### src/rtl/torus_signed_distance_assert.svh
// ---------------------------------------------------------------------------
// Torus signed distance assertion macros
// Concurrent assertion wrappers shared by the torus distance RTL.
// ---------------------------------------------------------------------------
`ifndef TORUS_SIGNED_DISTANCE_ASSERT_SVH
`define TORUS_SIGNED_DISTANCE_ASSERT_SVH

`ifndef ASSERT_OFF

// Same-cycle implication.
`define TSD_ASSERT_IMP(label, clk, rst_n, ante, cons) \
    label: assert property (@(posedge clk) disable iff (!rst_n) (ante) |-> (cons)) \
        else $error("torus_signed_distance: assertion failed");

// Next-cycle implication.
`define TSD_ASSERT_NXT(label, clk, rst_n, ante, cons) \
    label: assert property (@(posedge clk) disable iff (!rst_n) (ante) |=> (cons)) \
        else $error("torus_signed_distance: assertion failed");

`else

`define TSD_ASSERT_IMP(label, clk, rst_n, ante, cons)
`define TSD_ASSERT_NXT(label, clk, rst_n, ante, cons)

`endif

`endif

### src/rtl/tsd_pkg.sv
// ---------------------------------------------------------------------------
// Torus signed distance package
// Widths, reset values, register indexes and the root cell state type.
// ---------------------------------------------------------------------------
package tsd_pkg;

    // Field widths.
    localparam int unsigned COORD_W  = 32;
    localparam int unsigned RADIUS_W = 31;
    localparam int unsigned DIST_W   = 32;

    // Square root datapath: 64-bit radicand, 32-bit root, one bit per cell.
    localparam int unsigned RAD_W      = 64;
    localparam int unsigned ROOT_W     = 32;
    localparam int unsigned ROOT_STEPS = RAD_W / 2;

    // Configuration port.
    localparam int unsigned CFG_IDX_W = 1;

    typedef enum logic [CFG_IDX_W-1:0] {
        CFG_RING_RADIUS = 1'b0,
        CFG_TUBE_RADIUS = 1'b1
    } t_cfg_index;

    localparam logic [RADIUS_W-1:0] RING_RADIUS_RESET = 31'd65536;
    localparam logic [RADIUS_W-1:0] TUBE_RADIUS_RESET = 31'd32768;

    // State handed from one root cell to the next.
    typedef struct packed {
        logic             valid;
        logic [RAD_W-1:0] rem;
        logic [RAD_W-1:0] res;
    } t_root_state;

endpackage

### src/rtl/tsd_root_cell.sv
// ---------------------------------------------------------------------------
// Torus signed distance square root cell
// One restoring step of the integer square root, registered.
// ---------------------------------------------------------------------------
module tsd_root_cell #(
    parameter int unsigned STEP = 0
) (
    input  logic                 i_clk,
    input  logic                 i_rst_n,
    input  logic                 i_en,
    input  tsd_pkg::t_root_state i_state,
    output tsd_pkg::t_root_state o_state
);

    localparam int unsigned W     = tsd_pkg::RAD_W;
    localparam int unsigned SHIFT = W - 2 - 2 * STEP;
    localparam logic [W-1:0] BIT  = {{(W-1){1'b0}}, 1'b1} << SHIFT;

    tsd_pkg::t_root_state r_state;
    tsd_pkg::t_root_state n_state;
    logic [W-1:0]         w_trial;
    logic                 w_take;

    // Try to set this root bit; keep it when the remainder allows.
    always_comb begin
        w_trial       = i_state.res + BIT;
        w_take        = (i_state.rem >= w_trial);
        n_state.valid = i_state.valid;
        if (w_take) begin
            n_state.rem = i_state.rem - w_trial;
            n_state.res = (i_state.res >> 1) + BIT;
        end else begin
            n_state.rem = i_state.rem;
            n_state.res = i_state.res >> 1;
        end
    end

    // Only the valid flag is cleared on reset.
    always_ff @(posedge i_clk) begin
        if (!i_rst_n) begin
            r_state.valid <= 1'b0;
        end else if (i_en) begin
            r_state <= n_state;
        end
    end

    assign o_state = r_state;

endmodule

### src/rtl/tsd_root_chain.sv
// ---------------------------------------------------------------------------
// Torus signed distance square root chain
// A row of root cells giving the truncated square root of a 64-bit value.
// ---------------------------------------------------------------------------
`include "torus_signed_distance_assert.svh"

module tsd_root_chain (
    input  logic                         i_clk,
    input  logic                         i_rst_n,
    input  logic                         i_en,
    input  logic                         i_valid,
    input  logic [tsd_pkg::RAD_W-1:0]    i_radicand,
    output logic                         o_valid,
    output logic [tsd_pkg::ROOT_W-1:0]   o_root
);

    localparam int unsigned STEPS = tsd_pkg::ROOT_STEPS;

    tsd_pkg::t_root_state w_state [0:STEPS];

    // The chain starts with the full radicand as remainder and an empty root.
    assign w_state[0] = '{valid: i_valid, rem: i_radicand, res: '0};

    // One cell per root bit, most significant first.
    for (genvar g = 0; g < STEPS; g++) begin : g_cell
        tsd_root_cell #(
            .STEP (g)
        ) u_cell (
            .i_clk   (i_clk),
            .i_rst_n (i_rst_n),
            .i_en    (i_en),
            .i_state (w_state[g]),
            .o_state (w_state[g+1])
        );
    end

    assign o_valid = w_state[STEPS].valid;
    assign o_root  = w_state[STEPS].res[tsd_pkg::ROOT_W-1:0];

    // The finished root fits its width and leaves a remainder of at most twice it.
    `TSD_ASSERT_IMP(a_root_fits, i_clk, i_rst_n, o_valid,
        w_state[STEPS].res[tsd_pkg::RAD_W-1:tsd_pkg::ROOT_W] == '0)
    `TSD_ASSERT_IMP(a_rem_bound, i_clk, i_rst_n, o_valid,
        w_state[STEPS].rem <= (w_state[STEPS].res << 1))
    `TSD_ASSERT_NXT(a_frozen_hold, i_clk, i_rst_n, !i_en, $stable(o_valid))

endmodule

### config.mk
export PLATFORM = sky130hd
export DESIGN_NAME = tsd_root_chain
export DESIGN_NICKNAME = d
export VERILOG_FILES = /design/src/rtl/tsd_pkg.sv /design/src/rtl/tsd_root_cell.sv /design/src/rtl/tsd_root_chain.sv
export VERILOG_INCLUDE_DIRS = /design/src /design/src/rtl
export SDC_FILE = /design/constraint.sdc
export NUM_CORES = 2
export LEC_CHECK = 0
export BUFFER_PORTS_ARGS = -buffer_cell sky130_fd_sc_hd__buf_2
export CAP_MARGIN = 20
export CORE_MARGIN = 2
export CORE_UTILIZATION = 45
export DETAILED_ROUTE_END_ITERATION = 10
export PLACE_DENSITY = 0.68
export SLEW_MARGIN = 25
export SYNTH_ARGS = -nofsm -noshare
export SYNTH_HDL_FRONTEND = slang
export SYNTH_SLANG_ARGS = --single-unit
### constraint.sdc
create_clock -name i_clk -period 93.5 [get_ports i_clk]
set_input_delay 28.05 -clock i_clk [delete_from_list [all_inputs] [get_ports i_clk]]
set_output_delay 28.05 -clock i_clk [all_outputs]
set_load 0.01 [all_outputs]
; Word-level counts from Yosys, hierarchy flattened
; Cells that the tools add are included.
[totals]
input_bits = 68
ff_bits = 4032
word_cells = 283
output_inout_bits = 33
[op_classes]
order_cmp = 32
muxes = 32
reduce_logical = 1
add_sub_neg = 93
[op_table]
columns = cell, count
row1 = 128-bit 2-to-1 mux, 31
row2 = 64-bit greater-or-equal comparator, 31
row3 = 64-bit subtractor, 30
row4 = "63-bit by 11-bit adder with 64-bit output, second input constant", 1
row5 = "63-bit by 13-bit adder with 64-bit output, second input constant", 1
row6 = "63-bit by 15-bit adder with 64-bit output, second input constant", 1
row7 = "63-bit by 17-bit adder with 64-bit output, second input constant", 1
row8 = "63-bit by 19-bit adder with 64-bit output, second input constant", 1
row9 = "63-bit by 21-bit adder with 64-bit output, second input constant", 1
row10 = "63-bit by 23-bit adder with 64-bit output, second input constant", 1
row11 = "63-bit by 25-bit adder with 64-bit output, second input constant", 1
row12 = "63-bit by 27-bit adder with 64-bit output, second input constant", 1
row13 = "63-bit by 29-bit adder with 64-bit output, second input constant", 1
row14 = "63-bit by 3-bit adder with 64-bit output, second input constant", 1
row15 = "63-bit by 31-bit adder with 64-bit output, second input constant", 1
row16 = "63-bit by 33-bit adder with 64-bit output, second input constant", 1
row17 = "63-bit by 35-bit adder with 64-bit output, second input constant", 1
row18 = "63-bit by 37-bit adder with 64-bit output, second input constant", 1
row19 = "63-bit by 39-bit adder with 64-bit output, second input constant", 1
row20 = "63-bit by 41-bit adder with 64-bit output, second input constant", 1
row21 = "63-bit by 43-bit adder with 64-bit output, second input constant", 1
row22 = "63-bit by 45-bit adder with 64-bit output, second input constant", 1
row23 = "63-bit by 47-bit adder with 64-bit output, second input constant", 1
row24 = "63-bit by 49-bit adder with 64-bit output, second input constant", 1
row25 = other kinds (45), 45

; Longest topological paths before layout
[logic_depth]
ltp_word = 3
depth_mapped = 15
mapped_depth_nobuf = 12

; Modules after synthesis
; Synthesis repeated with hierarchy kept, for this count alone.
[unflattened]
cells_unflattened = 34616
area_unflattened_um2 = 315598.9
[modules_own_cells]
columns = mod, cells_each, n_inst, area_per_inst_um2, seq_area_each_um2
row1 = tsd_root_cell at g_cell[30].u_cell, 1304, 1, 11172.0, 3863.7
row2 = tsd_root_cell at g_cell[31].u_cell, 1245, 1, 10989.3, 3863.7
row3 = tsd_root_cell at g_cell[28].u_cell, 1247, 1, 10983.0, 3863.7
row4 = tsd_root_cell at g_cell[27].u_cell, 1230, 1, 10725.3, 3863.7
row5 = tsd_root_cell at g_cell[29].u_cell, 1233, 1, 10721.5, 3863.7
row6 = tsd_root_cell at g_cell[23].u_cell, 1202, 1, 10556.4, 3863.7
row7 = tsd_root_cell at g_cell[25].u_cell, 1180, 1, 10526.3, 3863.7
row8 = tsd_root_cell at g_cell[26].u_cell, 1198, 1, 10521.3, 3863.7
row9 = tsd_root_cell at g_cell[21].u_cell, 1180, 1, 10400.0, 3863.7
row10 = tsd_root_cell at g_cell[24].u_cell, 1150, 1, 10246.1, 3863.7
row11 = tsd_root_cell at g_cell[22].u_cell, 1141, 1, 10138.5, 3863.7
row12 = tsd_root_cell at g_cell[19].u_cell, 1101, 1, 10088.4, 3863.7
row13 = tsd_root_cell at g_cell[20].u_cell, 1099, 1, 9982.1, 3863.7
row14 = tsd_root_cell at g_cell[17].u_cell, 1103, 1, 9970.8, 3863.7
row15 = +19 rows, n/a, n/a, n/a, n/a

; Least setup slack after synthesis
; Ideal clock, no wire load.
[synth_timing]
path_kind = input port to flip-flop
from = input i_en
to = register g_cell[0].u_cell.r_state, in the netlist g_cell[0].u_cell.o_state[100] (enable)
arrival_ns = 85.098
path_buffers = 2
t_required_ns = 90.256
setup_time_ns = 3.244
setup_slack_ns = 5.158
cell_stages = 3
cell_sequence = clkbuf_1 > clkbuf_1 > and2_1
[synth_via]
elab_chain_cells = 1
[synth_lines]
columns = element, line_no
row1 = start: declaration, tsd_root_chain.sv:10  ; input logic i_en,
row2 = 2-bit AND reduction (no line), n/a
row3 = end signal: assignment, tsd_root_cell.sv:43  ; r_state <= n_state;
row4 = end: declaration, tsd_root_cell.sv:19  ; tsd_pkg::t_root_state r_state;
; No other way between the ends.
; A chain may end at the register's enable or synchronous reset.

; Final worst setup path
[layout_timing]
from = input i_en
to = register g_cell[2].u_cell.r_state, in the netlist g_cell[2].u_cell.o_state[65] (enable)
[layout_via]
elab_chain_cells = 1
[layout_lines]
columns = element, line_no
row1 = 2-bit AND reduction (no line), n/a
row2 = end signal: assignment, tsd_root_cell.sv:43
row3 = end: declaration, tsd_root_cell.sv:19
; No other way between the ends.

==> results.txt <==
The flow ran to the end, and the final reports show no timing, DRC or antenna violations. The routed layout has 78,651 vias. The number of routed nets with antenna violations came out at 0. At the pin with the least slew margin, the transition time is 1.10 ns. Buffers placed on the I/O ports in this run total 100.

The worst register-to-register path ends at g_cell[28].u_cell.o_state[108]$_DFFE_PP_. The cell count after synthesis came out at 9,889. Counting flops with a built-in enable in the synthesized netlist gives 2,512. The synthesized net count is 10,515. The total congestion overflow came out at 0. Gates resized during post-CTS repair numbered 0. The path depth of the worst reg2reg path came out at 12. The design internal power is 2.04 mW.

The final max-slew violation count is 0. The final weighted congestion in routability-driven placement is 0.973. The aggregate routed wire length is 305 mm.

Setup repair after global routing left no endpoint under its margin. The proportion of total power due to net switching came out at 24.8%. Counting flops with an async set or reset pin after synthesis yields a share of 0%. Entering global routing, the biggest net connects 200 pins.

The static leakage is 49.4 nW. The number of I/O pins is 101. Sequential cells burn 50.5% of the power. Data arrives at the worst endpoint at 36.01 ns. The die outline width came out at 526 µm. The final layout net count is 10,715. The total met3 wirelength after detailed routing is 12.8 mm. At the worst endpoint, the required time is 94.02 ns. The length of the first detailed-routing pass in iterations is 6. For this run, the number of Yosys warnings is 0. The post-detailed-route via-to-cell ratio is 5.67. The placement row count is 191. In this run, distinct cell masters in the synthesized netlist total 100. The number of antenna violations at the first check in global routing is 4. The sink count of the clock tree came out at 2,544. The net switching component of the power is 0.674 mW.

Cells with a size suffix above 1 make up 7.28% of the layout. The kind of start point of the critical path is an input port. The layout overhead on the synthesized area is 11.0%. The commonest cells after synthesis are sky130_fd_sc_hd__edfxtp_1 (2,512), sky130_fd_sc_hd__inv_1 (734), sky130_fd_sc_hd__nand2_1 (653), sky130_fd_sc_hd__nor2_1 (636), sky130_fd_sc_hd__a21oi_1 (618). TritonCTS built the clock tree.

The starting DRC count in detailed routing is 6,328. The mapped netlist covers 123,000 µm². The timing-limited maximum frequency is 28.2 MHz. The first-pass GRT wire length came out at 462 mm.

The register with the most flip-flops in the layout has 2,544 of them. In this run, the combinational gates consume 10.5% of the power. The core region is 271,000 µm². The effective utilization at floorplan came out at 45.2%. The synthesized design spends more area on one cell type than any other, namely sky130_fd_sc_hd__edfxtp_1. STA classifies the critical path endpoint as a flip-flop.

Setup violations remaining at the end of the flow were counted as 0. Ranked by total cell area, the synthesized netlist is headed by sky130_fd_sc_hd__edfxtp_1 (62%), sky130_fd_sc_hd__ha_1 (5.7%), sky130_fd_sc_hd__xor2_1 (3.4%). In this run the worst setup path terminates at g_cell[2].u_cell.o_state[65]$_DFFE_PP_. The die height is 526 µm.

The clock share of power is 39.0%. The library cell with the highest instance count after synthesis is sky130_fd_sc_hd__edfxtp_1. The total routing usage reported by global routing is 21.5%. The number of flip-flops and latches in the synthesized netlist came out at 2,544. In this run, CTS created clock tree buffers numbering 273.

The max-capacitance violation count came out at 0. The total count of hold-check failures in the final report came out at 0. The power per unit of standard cell area came out at 19.9 nW/µm². In this run the post-CTS setup repair buffer count came out at 0. The worst hold slack across all endpoints is 0.390 ns.

The tree is rooted in a sky130_fd_sc_hd__clkbuf_16. The relative slew slack is 26.1%. The most used flip-flop cell after synthesis is sky130_fd_sc_hd__edfxtp_1. The launch point of the worst path is i_en.

The number of global-route vias before repair came out at 78,605. The utilization after layout came out at 50.2%. The residual DRC count is 0. The slack of the worst reg-to-reg path came out at 88.26 ns. The met2 wirelength from detailed routing came out at 164 mm. The area share of the leading cell type in the synthesized netlist came out at 61.5%. Once detailed placement completed, the half-perimeter wirelength came to 230 mm. The startpoint identified for the worst register-to-register timing path is g_cell[27].u_cell.o_state[71]$_DFFE_PP_. The number of buffers added to fix hold violations after cts is 0. The length of routed wiring on met1 is 114 mm. The H-tree depth is 5. Signal routing reaches up to met5. The overall die area is 277,000 µm².

The clock edge transition at the registers on the reported setup and hold paths is 0.06 ns. The mean instance size in the synthesized netlist came out at 12.4 µm². For the finished layout, the period the worst path requires is 35.49 ns. The number of fillers in the final layout is 23,033. Setup total negative slack on the finished layout was measured at 0 ns. Clock latency on the worst-skew pair, taken at its later pin, is 0.91 ns. The final setup skew is 0.0997 ns. The mean routed wirelength per cell is 21.9 µm.

The worst setup path is of the in2reg kind. The worst hold path belongs to the class reg2reg. The overall power is 2.71 mW. In this run the deepest clock path goes through 4 buffers. Dividing the final minimum period by the clock period gives 38.0%. The highest net fanout along the worst path is 75. The largest voltage drop on the vdd net is 0.0171 mV. Summing the sequential cell areas from Yosys gives 62.0% of the chip area.
==> cell type report <==
class / count / area [µm²] / share of cell area, %
Clock buffer: 330 / 7120 / 5.23
Antenna cell: 6 / 15.0 / 0.0110
Sequential cell: 2544 / 76100 / 55.9
Inverter: 739 / 2770 / 2.04
Tap cell: 3570 / 4470 / 3.28
Timing Repair Buffer: 156 / 1070 / 0.784
Clock inverter: 156 / 1640 / 1.21
Multi-Input combinational cell: 6375 / 43000 / 31.6
==> cell usage in the layout, fill, tap and decap left out, types with 40 or more instances in the layout <==
cell / Yosys / final
sky130_fd_sc_hd__buf_2: 25 / 100
sky130_fd_sc_hd__xnor2_1: 405 / 405
sky130_fd_sc_hd__a21oi_1: 618 / 614
sky130_fd_sc_hd__nor4b_1: 60 / 60
sky130_fd_sc_hd__clkinv_1: 0 / 40
sky130_fd_sc_hd__inv_1: 734 / 734
sky130_fd_sc_hd__clkbuf_1: 176 / 53
sky130_fd_sc_hd__nand3_1: 145 / 145
sky130_fd_sc_hd__edfxtp_1: 2512 / 2512
sky130_fd_sc_hd__xor2_1: 474 / 474
sky130_fd_sc_hd__clkbuf_16: 0 / 276
sky130_fd_sc_hd__nor4_1: 368 / 363
sky130_fd_sc_hd__mux2_2: 69 / 69
sky130_fd_sc_hd__nand2_1: 653 / 653
sky130_fd_sc_hd__buf_4: 8 / 44
sky130_fd_sc_hd__o31ai_1: 48 / 48
sky130_fd_sc_hd__nor2b_1: 96 / 95
sky130_fd_sc_hd__or4_1: 75 / 75
sky130_fd_sc_hd__o21ai_0: 490 / 490
sky130_fd_sc_hd__nand4_1: 167 / 167
sky130_fd_sc_hd__nor3_1: 284 / 282
sky130_fd_sc_hd__or2_2: 41 / 41
sky130_fd_sc_hd__o211ai_1: 45 / 45
sky130_fd_sc_hd__a21o_1: 222 / 222
sky130_fd_sc_hd__nand2b_1: 99 / 99
sky130_fd_sc_hd__nor2_1: 636 / 631
sky130_fd_sc_hd__or3_1: 117 / 117
sky130_fd_sc_hd__a211oi_1: 57 / 54
sky130_fd_sc_hd__o21a_1: 89 / 89
sky130_fd_sc_hd__clkinv_2: 0 / 44
sky130_fd_sc_hd__ha_1: 558 / 558
==> metal layers <==
layer	global-route usage, %	vias up
met4	9.44	6
met5	0	-
met3	2.54	624
met1	23.7	38395
met2	40.9	2221
li1	-	37405
==> power groups by stage <==
stage          sequential [mW]  clock, mW  combinational (mW)
2_1_floorplan             1.50          0               0.207
3_3_place_gp              1.39          0               0.275
3_5_place_dp              1.39          0               0.280
4_1_cts                   1.37       1.08               0.282
5_1_grt                   1.37       1.12               0.314
6_report                  1.37       1.06               0.284
==> worst min path at each step <==
stage | endpoint | startpoint | cells past startpoint
after floorplan | g_cell[12].u_cell.o_state[65]$_DFFE_PP_ | g_cell[11].u_cell.o_state[65]$_DFFE_PP_ | 0
after global placement | g_cell[10].u_cell.o_state[75]$_DFFE_PP_ | g_cell[9].u_cell.o_state[75]$_DFFE_PP_ | 0
after detailed placement | g_cell[10].u_cell.o_state[72]$_DFFE_PP_ | g_cell[9].u_cell.o_state[72]$_DFFE_PP_ | 0
after CTS | g_cell[9].u_cell.o_state[107]$_DFFE_PP_ | g_cell[8].u_cell.o_state[107]$_DFFE_PP_ | 0
after global routing | g_cell[9].u_cell.o_state[106]$_DFFE_PP_ | g_cell[8].u_cell.o_state[106]$_DFFE_PP_ | 0
final | g_cell[9].u_cell.o_state[106]$_DFFE_PP_ | g_cell[8].u_cell.o_state[106]$_DFFE_PP_ | 0
==> worst max-delay path, cell delays in order <==
cell and delay [ns]:
sky130_fd_sc_hd__buf_2 0.70, sky130_fd_sc_hd__and2_4 0.80, sky130_fd_sc_hd__buf_4 0.82, sky130_fd_sc_hd__buf_4 0.77
sky130_fd_sc_hd__buf_4 0.57, sky130_fd_sc_hd__buf_4 0.69, sky130_fd_sc_hd__buf_4 0.80, sky130_fd_sc_hd__buf_4 0.77
sky130_fd_sc_hd__buf_4 0.82, sky130_fd_sc_hd__buf_4 0.85
==> cell families after synthesis <==
family | count (synthesis) | synth area share, %
flops | 2544 | 62.0
compound gates | 1881 | 9.49
simple gates | 2950 | 12.5
fa+ha+maj | 558 | 5.69
xor+xnor | 879 | 6.28
buf+inv | 970 | 3.07
mux | 107 | 0.944
==> per-stage QoR <==
step	instances	instance area, µm²	setup WS, ns
after global routing	13873	136000	57.47
after detailed placement	13381	127000	57.10
final	13876	136000	58.01
after CTS	13867	136000	58.06
after floorplan	9889	123000	5.16
after global placement	13380	127000	57.37
Power figures use the tool's default switching activity.
